===== config.mk =====
export PLATFORM = sky130hd
export DESIGN_NAME = tile_map_pixel_writer
export DESIGN_NICKNAME = d
export VERILOG_FILES = /design/src/hw/rtl/tmpw_pkg.sv /design/src/hw/rtl/tmpw_emit.sv /design/src/hw/rtl/tile_map_pixel_writer.sv
export SDC_FILE = /design/constraint.sdc
export NUM_CORES = 1
export LEC_CHECK = 0
export BUFFER_PORTS_ARGS = -buffer_cell sky130_fd_sc_hd__buf_2
export CORE_MARGIN = 2
export CORE_UTILIZATION = 43
export CTS_CLUSTER_SIZE = 30
export DETAILED_ROUTE_END_ITERATION = 16
export SYNTH_ARGS = -nofsm -noshare
export SYNTH_HDL_FRONTEND = slang
export SYNTH_SLANG_ARGS = --single-unit

===== constraint.sdc =====
create_clock -name clk -period 7.9 [get_ports clk]
set_input_delay 1.58 -clock clk [delete_from_list [all_inputs] [get_ports clk]]
set_output_delay 1.58 -clock clk [all_outputs]
set_load 0.01 [all_outputs]

===== src/hw/rtl/tmpw_pkg.sv =====
// Shared types, constants and helper functions for the tile map pixel writer.
// Used by tmpw_emit and tile_map_pixel_writer; depends on nothing else.
`default_nettype none

package tmpw_pkg;

	localparam int TILES_ACROSS = 28;
	localparam int TILES_DOWN   = 36;
	localparam int CLIP_ROWS    = 480;
	localparam int TILE_PX      = 8;

	localparam int CFG_W   = 11;
	localparam int COORD_W = 12;
	localparam int ROW_W   = $clog2(CLIP_ROWS);
	localparam int ADDR_W  = 19;
	localparam int RGBA_W  = 32;
	localparam int PROD_W  = ROW_W + CFG_W;
	localparam int POS_W   = 6;
	localparam int SUB_W   = 3;
	localparam int NIB_W   = 4;
	localparam int COLORS  = 16;

	localparam logic [CFG_W-1:0] FRAME_WIDTH_RESET  = CFG_W'(640);
	localparam logic [CFG_W-1:0] FRAME_HEIGHT_RESET = CFG_W'(480);

	typedef enum logic {
		OP_RENDER  = 1'b0,
		OP_PALETTE = 1'b1
	} op_t;

	typedef enum logic {
		CFG_FRAME_WIDTH  = 1'b0,
		CFG_FRAME_HEIGHT = 1'b1
	} cfg_idx_t;

	localparam logic [RGBA_W-1:0] DEFAULT_COLORS [COLORS] = '{
		32'h000000FF, 32'hFF0000FF, 32'hFFB897FF, 32'hFFB8FFFF,
		32'h00FFFFFF, 32'hFFB800FF, 32'h51FFFFFF, 32'hFFFF00FF,
		32'hFFB897FF, 32'hFFB800FF, 32'hFFFFFFFF, 32'h0000FFFF,
		32'h00FF00FF, 32'hFFFFB8FF, 32'hFF00FFFF, 32'hFFB851FF
	};

	// One scanned pixel position as it enters the output stage.
	typedef struct packed {
		logic              keep;
		logic              tile_end;
		logic [PROD_W-1:0] prod;
		logic [CFG_W-1:0]  sx;
		logic [RGBA_W-1:0] rgba;
	} pix_t;

	// Half of (extent - span), truncated toward zero.
	function automatic logic signed [COORD_W-1:0] center_offset(
		input logic [CFG_W-1:0]   extent,
		input logic [COORD_W-1:0] span
	);
		logic signed [COORD_W-1:0] diff;
		logic signed [COORD_W-1:0] rounded;
		diff    = $signed({1'b0, extent}) - $signed(span);
		rounded = diff + $signed({{(COORD_W-1){1'b0}}, diff[COORD_W-1]});
		return rounded >>> 1;
	endfunction

endpackage

`default_nettype wire


===== src/hw/rtl/tmpw_emit.sv =====
// Output stage of the tile map pixel writer: holds back one drawn pixel to mark the last one.
// Depends on tmpw_pkg.
`default_nettype none

module tmpw_emit (
	input  wire logic                        clk,
	input  wire logic                        arst_n,
	input  wire logic                        s3_valid,
	input  wire tmpw_pkg::pix_t              s3,
	output logic                             adv,
	output logic                             out_valid,
	input  wire logic                        out_ready,
	output logic [tmpw_pkg::ADDR_W-1:0]      pixel_address,
	output logic [tmpw_pkg::RGBA_W-1:0]      pixel_rgba,
	output logic                             last_pixel
);

	logic                          pend_v_q;
	logic                          pend_close_q;
	logic [tmpw_pkg::ADDR_W-1:0]   pend_addr_q;
	logic [tmpw_pkg::RGBA_W-1:0]   pend_rgba_q;
	logic [tmpw_pkg::PROD_W-1:0]   addr_sum;
	logic [tmpw_pkg::ADDR_W-1:0]   new_addr;
	logic                          emit;
	logic                          emit_last;
	logic                          take_new;

	assign adv       = !out_valid || out_ready;
	assign addr_sum  = s3.prod + {{(tmpw_pkg::PROD_W-tmpw_pkg::CFG_W){1'b0}}, s3.sx};
	assign new_addr  = addr_sum[tmpw_pkg::ADDR_W-1:0];
	assign take_new  = s3_valid && s3.keep;
	assign emit      = pend_v_q && (pend_close_q || (s3_valid && (s3.keep || s3.tile_end)));
	assign emit_last = pend_close_q || !take_new;

	always_ff @(posedge clk or negedge arst_n) begin
		if (!arst_n) begin
			out_valid    <= 1'b0;
			pend_v_q     <= 1'b0;
			pend_close_q <= 1'b0;
		end else if (adv) begin
			out_valid <= emit;
			if (take_new) begin
				pend_v_q     <= 1'b1;
				pend_close_q <= s3.tile_end;
			end else if (emit) begin
				pend_v_q     <= 1'b0;
				pend_close_q <= 1'b0;
			end
		end
	end

	always_ff @(posedge clk) begin
		if (adv) begin
			if (emit) begin
				pixel_address <= pend_addr_q;
				pixel_rgba    <= pend_rgba_q;
				last_pixel    <= emit_last;
			end
			if (take_new) begin
				pend_addr_q <= new_addr;
				pend_rgba_q <= s3.rgba;
			end
		end
	end

endmodule

`default_nettype wire


===== src/hw/rtl/tile_map_pixel_writer.sv =====
// Tile map pixel writer: 8x8 tile scanner, clip and address pipeline, palette registers.
// Depends on tmpw_pkg and tmpw_emit.
// The scanner issues one pixel position of a render item per cycle unless the output stalls.
// A palette write updates its entry when accepted. A drawn pixel passes s1, s2, s3 and the
// pending register and moves to the output register once the next drawn pixel or tile end catches up.
// Output stalls freeze the pipeline. Reset empties it, sets 640x480 and loads the default palette.
`default_nettype none

module tile_map_pixel_writer (
	input  wire logic                         clk,
	input  wire logic                         arst_n,
	input  wire logic                         cfg_write,
	input  wire logic                         cfg_index,
	input  wire logic [tmpw_pkg::CFG_W-1:0]   cfg_data,
	input  wire logic                         in_valid,
	output logic                              in_ready,
	input  wire logic                         op,
	input  wire logic [4:0]                   tile_column,
	input  wire logic [5:0]                   tile_row,
	input  wire logic [7:0]                   tile_code,
	input  wire logic [7:0]                   palette_select,
	input  wire logic [3:0]                   entry_index,
	input  wire logic [tmpw_pkg::RGBA_W-1:0]  entry_rgba,
	output logic                              out_valid,
	input  wire logic                         out_ready,
	output logic [tmpw_pkg::ADDR_W-1:0]       pixel_address,
	output logic [tmpw_pkg::RGBA_W-1:0]       pixel_rgba,
	output logic                              last_pixel
);

	localparam int CW = tmpw_pkg::COORD_W;

	logic [tmpw_pkg::CFG_W-1:0]   fw_q;
	logic [tmpw_pkg::CFG_W-1:0]   fh_q;
	logic [tmpw_pkg::RGBA_W-1:0]  color_q [tmpw_pkg::COLORS];

	logic                         busy_q;
	logic [tmpw_pkg::POS_W-1:0]   pos_q;
	logic [tmpw_pkg::NIB_W-1:0]   nib_q;
	logic [tmpw_pkg::RGBA_W-1:0]  rgba_q;
	logic signed [CW-1:0]         bx_q;
	logic signed [CW-1:0]         by_q;

	logic                         v_s1;
	logic                         draw_s1;
	logic                         end_s1;
	logic signed [CW-1:0]         sx_s1;
	logic signed [CW-1:0]         sy_s1;
	logic [tmpw_pkg::RGBA_W-1:0]  rgba_s1;

	logic                         v_s2;
	logic                         keep_s2;
	logic                         end_s2;
	logic [tmpw_pkg::CFG_W-1:0]   sx_s2;
	logic [tmpw_pkg::ROW_W-1:0]   sy_s2;
	logic [tmpw_pkg::RGBA_W-1:0]  rgba_s2;

	logic                         v_s3;
	logic                         keep_s3;
	logic                         end_s3;
	logic [tmpw_pkg::PROD_W-1:0]  prod_s3;
	logic [tmpw_pkg::CFG_W-1:0]   sx_s3;
	logic [tmpw_pkg::RGBA_W-1:0]  rgba_s3;

	logic                         adv;
	logic                         in_fire;
	logic                         is_render;
	logic                         scan_last;
	logic signed [CW-1:0]         base_x;
	logic signed [CW-1:0]         base_y;
	logic                         draw_next;
	logic signed [CW-1:0]         sx_next;
	logic signed [CW-1:0]         sy_next;
	logic                         keep_next;
	tmpw_pkg::pix_t               pix_s3;

	assign scan_last = &pos_q;
	assign in_ready  = !busy_q || (adv && scan_last);
	assign in_fire   = in_valid && in_ready;
	assign is_render = tmpw_pkg::op_t'(op) == tmpw_pkg::OP_RENDER;

	assign base_x = tmpw_pkg::center_offset(fw_q, CW'(tmpw_pkg::TILES_ACROSS * tmpw_pkg::TILE_PX))
		+ $signed({{(CW-8){1'b0}}, tile_column, 3'b000});
	assign base_y = tmpw_pkg::center_offset(fh_q, CW'(tmpw_pkg::TILES_DOWN * tmpw_pkg::TILE_PX))
		+ $signed({{(CW-9){1'b0}}, tile_row, 3'b000});

	// The reset tile graphics are a checkerboard of the code's low nibble.
	assign draw_next = (nib_q != '0) && (pos_q[0] ^ pos_q[3] ^ nib_q[0]);
	assign sx_next   = bx_q + $signed({{(CW-tmpw_pkg::SUB_W){1'b0}}, pos_q[2:0]});
	assign sy_next   = by_q + $signed({{(CW-tmpw_pkg::SUB_W){1'b0}}, pos_q[5:3]});

	assign keep_next = draw_s1 && !sx_s1[CW-1] && !sy_s1[CW-1]
		&& ($unsigned(sx_s1) < {1'b0, fw_q})
		&& ($unsigned(sy_s1) < CW'(tmpw_pkg::CLIP_ROWS));

	always_ff @(posedge clk or negedge arst_n) begin
		if (!arst_n) begin
			fw_q <= tmpw_pkg::FRAME_WIDTH_RESET;
			fh_q <= tmpw_pkg::FRAME_HEIGHT_RESET;
		end else if (cfg_write) begin
			case (tmpw_pkg::cfg_idx_t'(cfg_index))
				tmpw_pkg::CFG_FRAME_WIDTH:  fw_q <= cfg_data;
				tmpw_pkg::CFG_FRAME_HEIGHT: fh_q <= cfg_data;
				default: ;
			endcase
		end
	end

	always_ff @(posedge clk or negedge arst_n) begin
		if (!arst_n) begin
			for (int i = 0; i < tmpw_pkg::COLORS; i++) begin
				color_q[i] <= tmpw_pkg::DEFAULT_COLORS[i];
			end
		end else if (in_fire && !is_render) begin
			color_q[entry_index] <= entry_rgba;
		end
	end

	always_ff @(posedge clk or negedge arst_n) begin
		if (!arst_n) begin
			busy_q <= 1'b0;
			pos_q  <= '0;
			v_s1   <= 1'b0;
			v_s2   <= 1'b0;
			v_s3   <= 1'b0;
		end else begin
			if (in_fire && is_render) begin
				busy_q <= 1'b1;
				pos_q  <= '0;
			end else if (adv && busy_q) begin
				pos_q <= pos_q + 1'b1;
				if (scan_last) begin
					busy_q <= 1'b0;
				end
			end
			if (adv) begin
				v_s1 <= busy_q;
				v_s2 <= v_s1;
				v_s3 <= v_s2;
			end
		end
	end

	always_ff @(posedge clk) begin
		if (in_fire && is_render) begin
			nib_q  <= tile_code[3:0];
			rgba_q <= color_q[palette_select[3:0]];
			bx_q   <= base_x;
			by_q   <= base_y;
		end
		if (adv) begin
			draw_s1 <= draw_next;
			end_s1  <= scan_last;
			sx_s1   <= sx_next;
			sy_s1   <= sy_next;
			rgba_s1 <= rgba_q;

			keep_s2 <= keep_next;
			end_s2  <= end_s1;
			sx_s2   <= sx_s1[tmpw_pkg::CFG_W-1:0];
			sy_s2   <= sy_s1[tmpw_pkg::ROW_W-1:0];
			rgba_s2 <= rgba_s1;

			keep_s3 <= keep_s2;
			end_s3  <= end_s2;
			prod_s3 <= tmpw_pkg::PROD_W'(sy_s2) * tmpw_pkg::PROD_W'(fw_q);
			sx_s3   <= sx_s2;
			rgba_s3 <= rgba_s2;
		end
	end

	always_comb begin
		pix_s3.keep     = keep_s3;
		pix_s3.tile_end = end_s3;
		pix_s3.prod     = prod_s3;
		pix_s3.sx       = sx_s3;
		pix_s3.rgba     = rgba_s3;
	end

	tmpw_emit u_emit (
		.clk           (clk),
		.arst_n        (arst_n),
		.s3_valid      (v_s3),
		.s3            (pix_s3),
		.adv           (adv),
		.out_valid     (out_valid),
		.out_ready     (out_ready),
		.pixel_address (pixel_address),
		.pixel_rgba    (pixel_rgba),
		.last_pixel    (last_pixel)
	);

endmodule

`default_nettype wire


# Yosys cells after proc, flatten, opt, wreduce, memory -nomap -nowiden
# Index checks and enable logic that the tools add are counted.
# word_totals
reg_bits	886
in_bits	81
output_inout_bits	54
elab_cells	121
# classes
addsub	10
multipliers	1
n_lt_le_gt_ge	5
muxes	14
bitwise	6
n_reduce_logical	35
# ops
op	n
$bwmux 512	1
$bmux 32 s4	1
$demux 32 s4	1
$mux 32	3
$add 12x2->12	2
$add 12x4->12	2
$add 19x11->19	1
$mul 9x11->19	1
$logic_and 1x1->1	14
$add 11x10->12	1
$add 11x9->12	1
$lt 12x11->1	1
$lt 12x9->1 const B	1
$mux 6	2
$reduce_and 2->1	6
$sub 11x8->12 const B	1
$sub 11x9->12 const B	1
$ge 5x5->1 const B	2
$not 4->5	2
$add 6x1->6 const B	1
$mux 1	6
$reduce_and 6->1	1
$reduce_bool 2->1	3
$logic_not 1->1	5
other kinds (5)	11

# Depth between registers and ports, before layout
# depth
depth_word	8
mapped_depth	18
depth_no_buf	17

# Modules after synthesis
# Synthesis repeated with hierarchy kept, for this count alone.
# unflattened
cells_unflattened	2535
area_unflattened_um2	40707.8
# modules_own_cells
module	n_inst	cells_each	area_each_um2	seq_area_each_um2
tile_map_pixel_writer	1	2311	36737.7	21182.8
tmpw_emit	1	224	3970.1	3168.0

# Worst setup path after synthesis
# No wires, ideal clock.
# synth_path
path_kind	input-to-reg
start	input port out_ready
end	register u_emit.pend_close_q
setup_ns	0.238
arrival_ns	7.063
t_required_ns	7.662
path_slack_ns	0.600
path_stages	5
n_path_buf	0
cell_sequence	nor2b_1 -> inv_1 -> and3_1 -> nand2b_1 -> o2bb2ai_1
# synth_between
elab_chain_len	2
# synth_lines
element	line_no	text
start, declared	tile_map_pixel_writer.sv:25	input wire logic out_ready,
$logic_or 1x1->1	tmpw_emit.sv:28	assign adv = !out_valid || out_ready;
named net adv	tile_map_pixel_writer.sv:65	logic adv;
$reduce_and 2->1 (no line)	n/a	
end signal, assigned	tmpw_emit.sv:44	pend_close_q <= s3.tile_end;
end, declared	tmpw_emit.sv:19	logic pend_close_q;
# The timed path passes the listed nets, and every way through them passes these cells.
# A chain may end at the register's enable or synchronous reset.

# Worst setup path in the final report
# layout_path
start	input port out_ready
end	output port in_ready
# layout_between
elab_chain_len	3
# layout_lines
element	line_no	text
$logic_or 1x1->1	tmpw_emit.sv:28	
$logic_and 1x1->1	tile_map_pixel_writer.sv:78	assign in_ready = !busy_q || (adv && scan_last);
$logic_or 1x1->1	tile_map_pixel_writer.sv:78	
end, declared	tile_map_pixel_writer.sv:16	output logic in_ready,
# No other way between the ends.

==> flow_summary.toml <==
[status]
status = "finished, final reports clean"

[timing]
relSlewSlack = 0.268
fmax_mhz = 201
finalHoldViolCount = 0
timing.final.crit_share = 0.631
tightest_slew_ns = 1.10
slew_viol_final = 0
fin_crit_ns = 4.99
rsz0062_at_grt = "no"
finalSetupViolations = 0
skew_ns = 0.0371
setup_tns_ns = 0

[synthesis]
ys_types = 60
ys_warn_count = 0
syn_inst = 2488
yosysSeqAreaShare = 0.603
async_reset_ff_frac = 0.617
syn_nets = 2720
ys.flop_type = "dfstp_2"
synth-edff-count = 339
syn_avg_cell_area_um2 = 16.2
synth_area_mm2 = 0.0403
ys_ff_latch = 886

[placement]
port-buffer-count = 126
gp_congestion = 0.817
place_hpwl_um = 51400

[drt]
routedWlPerCell_um = 22.0
drc_errors = 0
drt_wl_total_um = 86600
viasPerCell = 5.32
final_antenna_net_count = 0
vias = 20900
first_iter_violations = 1232
drtPass1Iterations = 4

[critical_path]
crit_path_start_kind = "primary input"
endpoint_kind = "output port"
r2r_start = "fw_q[0]"
r2r_end = "prod_s3[18]"
criticalPathCategory = "in -> out"
regToRegSetupSlack_ns = 2.95
crit_required_ns = 6.32
ff2ff_path_depth = 16
cp_max_fo = 7
critPathArrivalTime_ns = 3.41
startpoint = "out_ready"

[global_routing]
grt_pass1_wl_um = 134000
grt_start_max_net_pins = 167
grt_overflow = 0
first_global_vias = 22700
grt_util_all_layers = 0.184
antenna_found_initial = 8

[die]
die_y_um = 310
rows = 112
dieWidth_um = 310
dieArea_mm2 = 0.0962
start_util = 0.433
io_pins = 135
core_area_mm2 = 0.0932

[clock_network]
cts_hold_buf = 0
cts_inserted_buffers = 94
cts_resized = 0
post-cts-setup-buffers = 0
cts.clk_slew.worst_paths_ns = 0.06
cts_tree = "built"
htreeDepth = 3
insertion_delay_ns = 0.67
clock-sinks = 886
clk_path_buf_depth = 3
cts_root_buf = "clkbuf_16"

[worst_hold_path]
hold_path_end = "u_emit.pixel_address[15]"
min_path_cells = 0
hp-class = "reg -> reg"
hp-start = "u_emit.pend_addr_q[15]"

[power_and_ir_drop]
power.total_mw = 14.1
p_leak_nw = 18.8
peakVddDrop_uv = 236
power.density_mw_per_mm2 = 311

[layout]
mostFrequentLayoutCells = "mux2_2, dfstp_2, edfxtp_1, dfrtp_1, mux4_2"
layout_commonest_cell = "mux2_2"
antenna_cells = 0
nFillCells = 7832
drive_above_1_share = 0.484
syn_to_final_growth_pct = 12.4
nets = 2824

[job]
maxCapViolCount = 0
[cell type report]
class,count,area [um^2],share of cell area
timing repair buffer,152,885,0.0195
sequential,886,24300,0.536
multi-input combinational,1337,15000,0.331
clock inverter,32,339,0.00748
tap,1254,1570,0.0346
inverter,121,462,0.0102
clock buffer,145,2760,0.0608
[state kept, by name (all words and copies together), names as in the netlist, 32 cells and up]
register and count:
rgba_q 32, rgba_s1 32, u_emit.pixel_rgba 32, rgba_s2 32
color_q 512, u_emit.pend_rgba_q 32, rgba_s3 32
[critical path, stage by stage]
cell	delay [ns]
buf_2	0.10
nor2b_1	0.76
o21a_1	0.57
inv_1	0.16
buf_2	0.23
[cells by family (layout without fill, tap and decap cells)]
| family | Yosys count | count (layout) | share of synthesized area |
|---|---|---|---|
| DFF | 886 | 886 | 0.603 |
| muxes | 685 | 685 | 0.236 |
| and+or+nand+nor | 293 | 293 | 0.0369 |
| buffers and inverters | 265 | 450 | 0.0269 |
| adders and majority gates | 151 | 151 | 0.0595 |
| AOI/OAI and AO/OA | 117 | 117 | 0.0180 |
| xor gates and xnor gates | 91 | 91 | 0.0198 |
[synth_stat cells (all sizes together) (22+ instances only)]
master,instances,area share
a21oi,35,0.0043
and2,63,0.0098
buf,63,0.0081
clkbuf,81,0.0075
dfrtp,185,0.11
dfstp,362,0.24
edfxtp,339,0.25
fa,68,0.034
ha,83,0.026
inv,121,0.011
mux2,524,0.15
mux4,160,0.089
nand2,97,0.0090
nand3,22,0.0029
nor2,49,0.0046
o21ai,35,0.0043
xnor2,58,0.013
xor2,33,0.0072
[metrics by stage]
step | instances | hold slack (ns) | instance area, um^2 | setup WS, ns | util
2_1_floorplan | 2488 | 0.400 | 40300 | 0.600 | -
3_3_place_gp | 3750 | 0.403 | 42200 | 2.88 | 0.453
3_5_place_dp | 3750 | 0.405 | 42200 | 2.92 | 0.453
4_1_cts | 3927 | 0.408 | 45300 | 2.90 | 0.487
5_1_grt | 3927 | 0.413 | 45300 | 2.62 | 0.487
6_report | 3927 | 0.401 | 45300 | 2.91 | 0.487
[where the power goes]
group | total [mW] | leakage, nW | switching [mW] | internal [mW]
combinational | 3.68 | 7.76 | 2.12 | 1.56
clock | 4.34 | 1.49 | 1.82 | 2.52
sequential | 6.09 | 9.57 | 0.321 | 5.77
[layer usage]
metal | global-route usage | routed length (um) | vias to the layer above
met5 | 0 | 34 | -
met4 | 0.0600 | 2270 | 6
met3 | 0.0258 | 3290 | 157
met2 | 0.314 | 43500 | 374
met1 | 0.243 | 37500 | 11100
li1 | - | - | 9259
[how the worst max path moves through the flow]
stage	endpoint	slack [ns]	depth (start not counted)
finish	in_ready	2.91	5
global route	prod_s3[18]	2.62	16
CTS	in_ready	2.90	5
detailed placement	prod_s3[18]	2.92	16
global placement	prod_s3[18]	2.88	16
floorplan	u_emit.pend_close_q	0.60	5
Power figures use the tool's default switching activity.
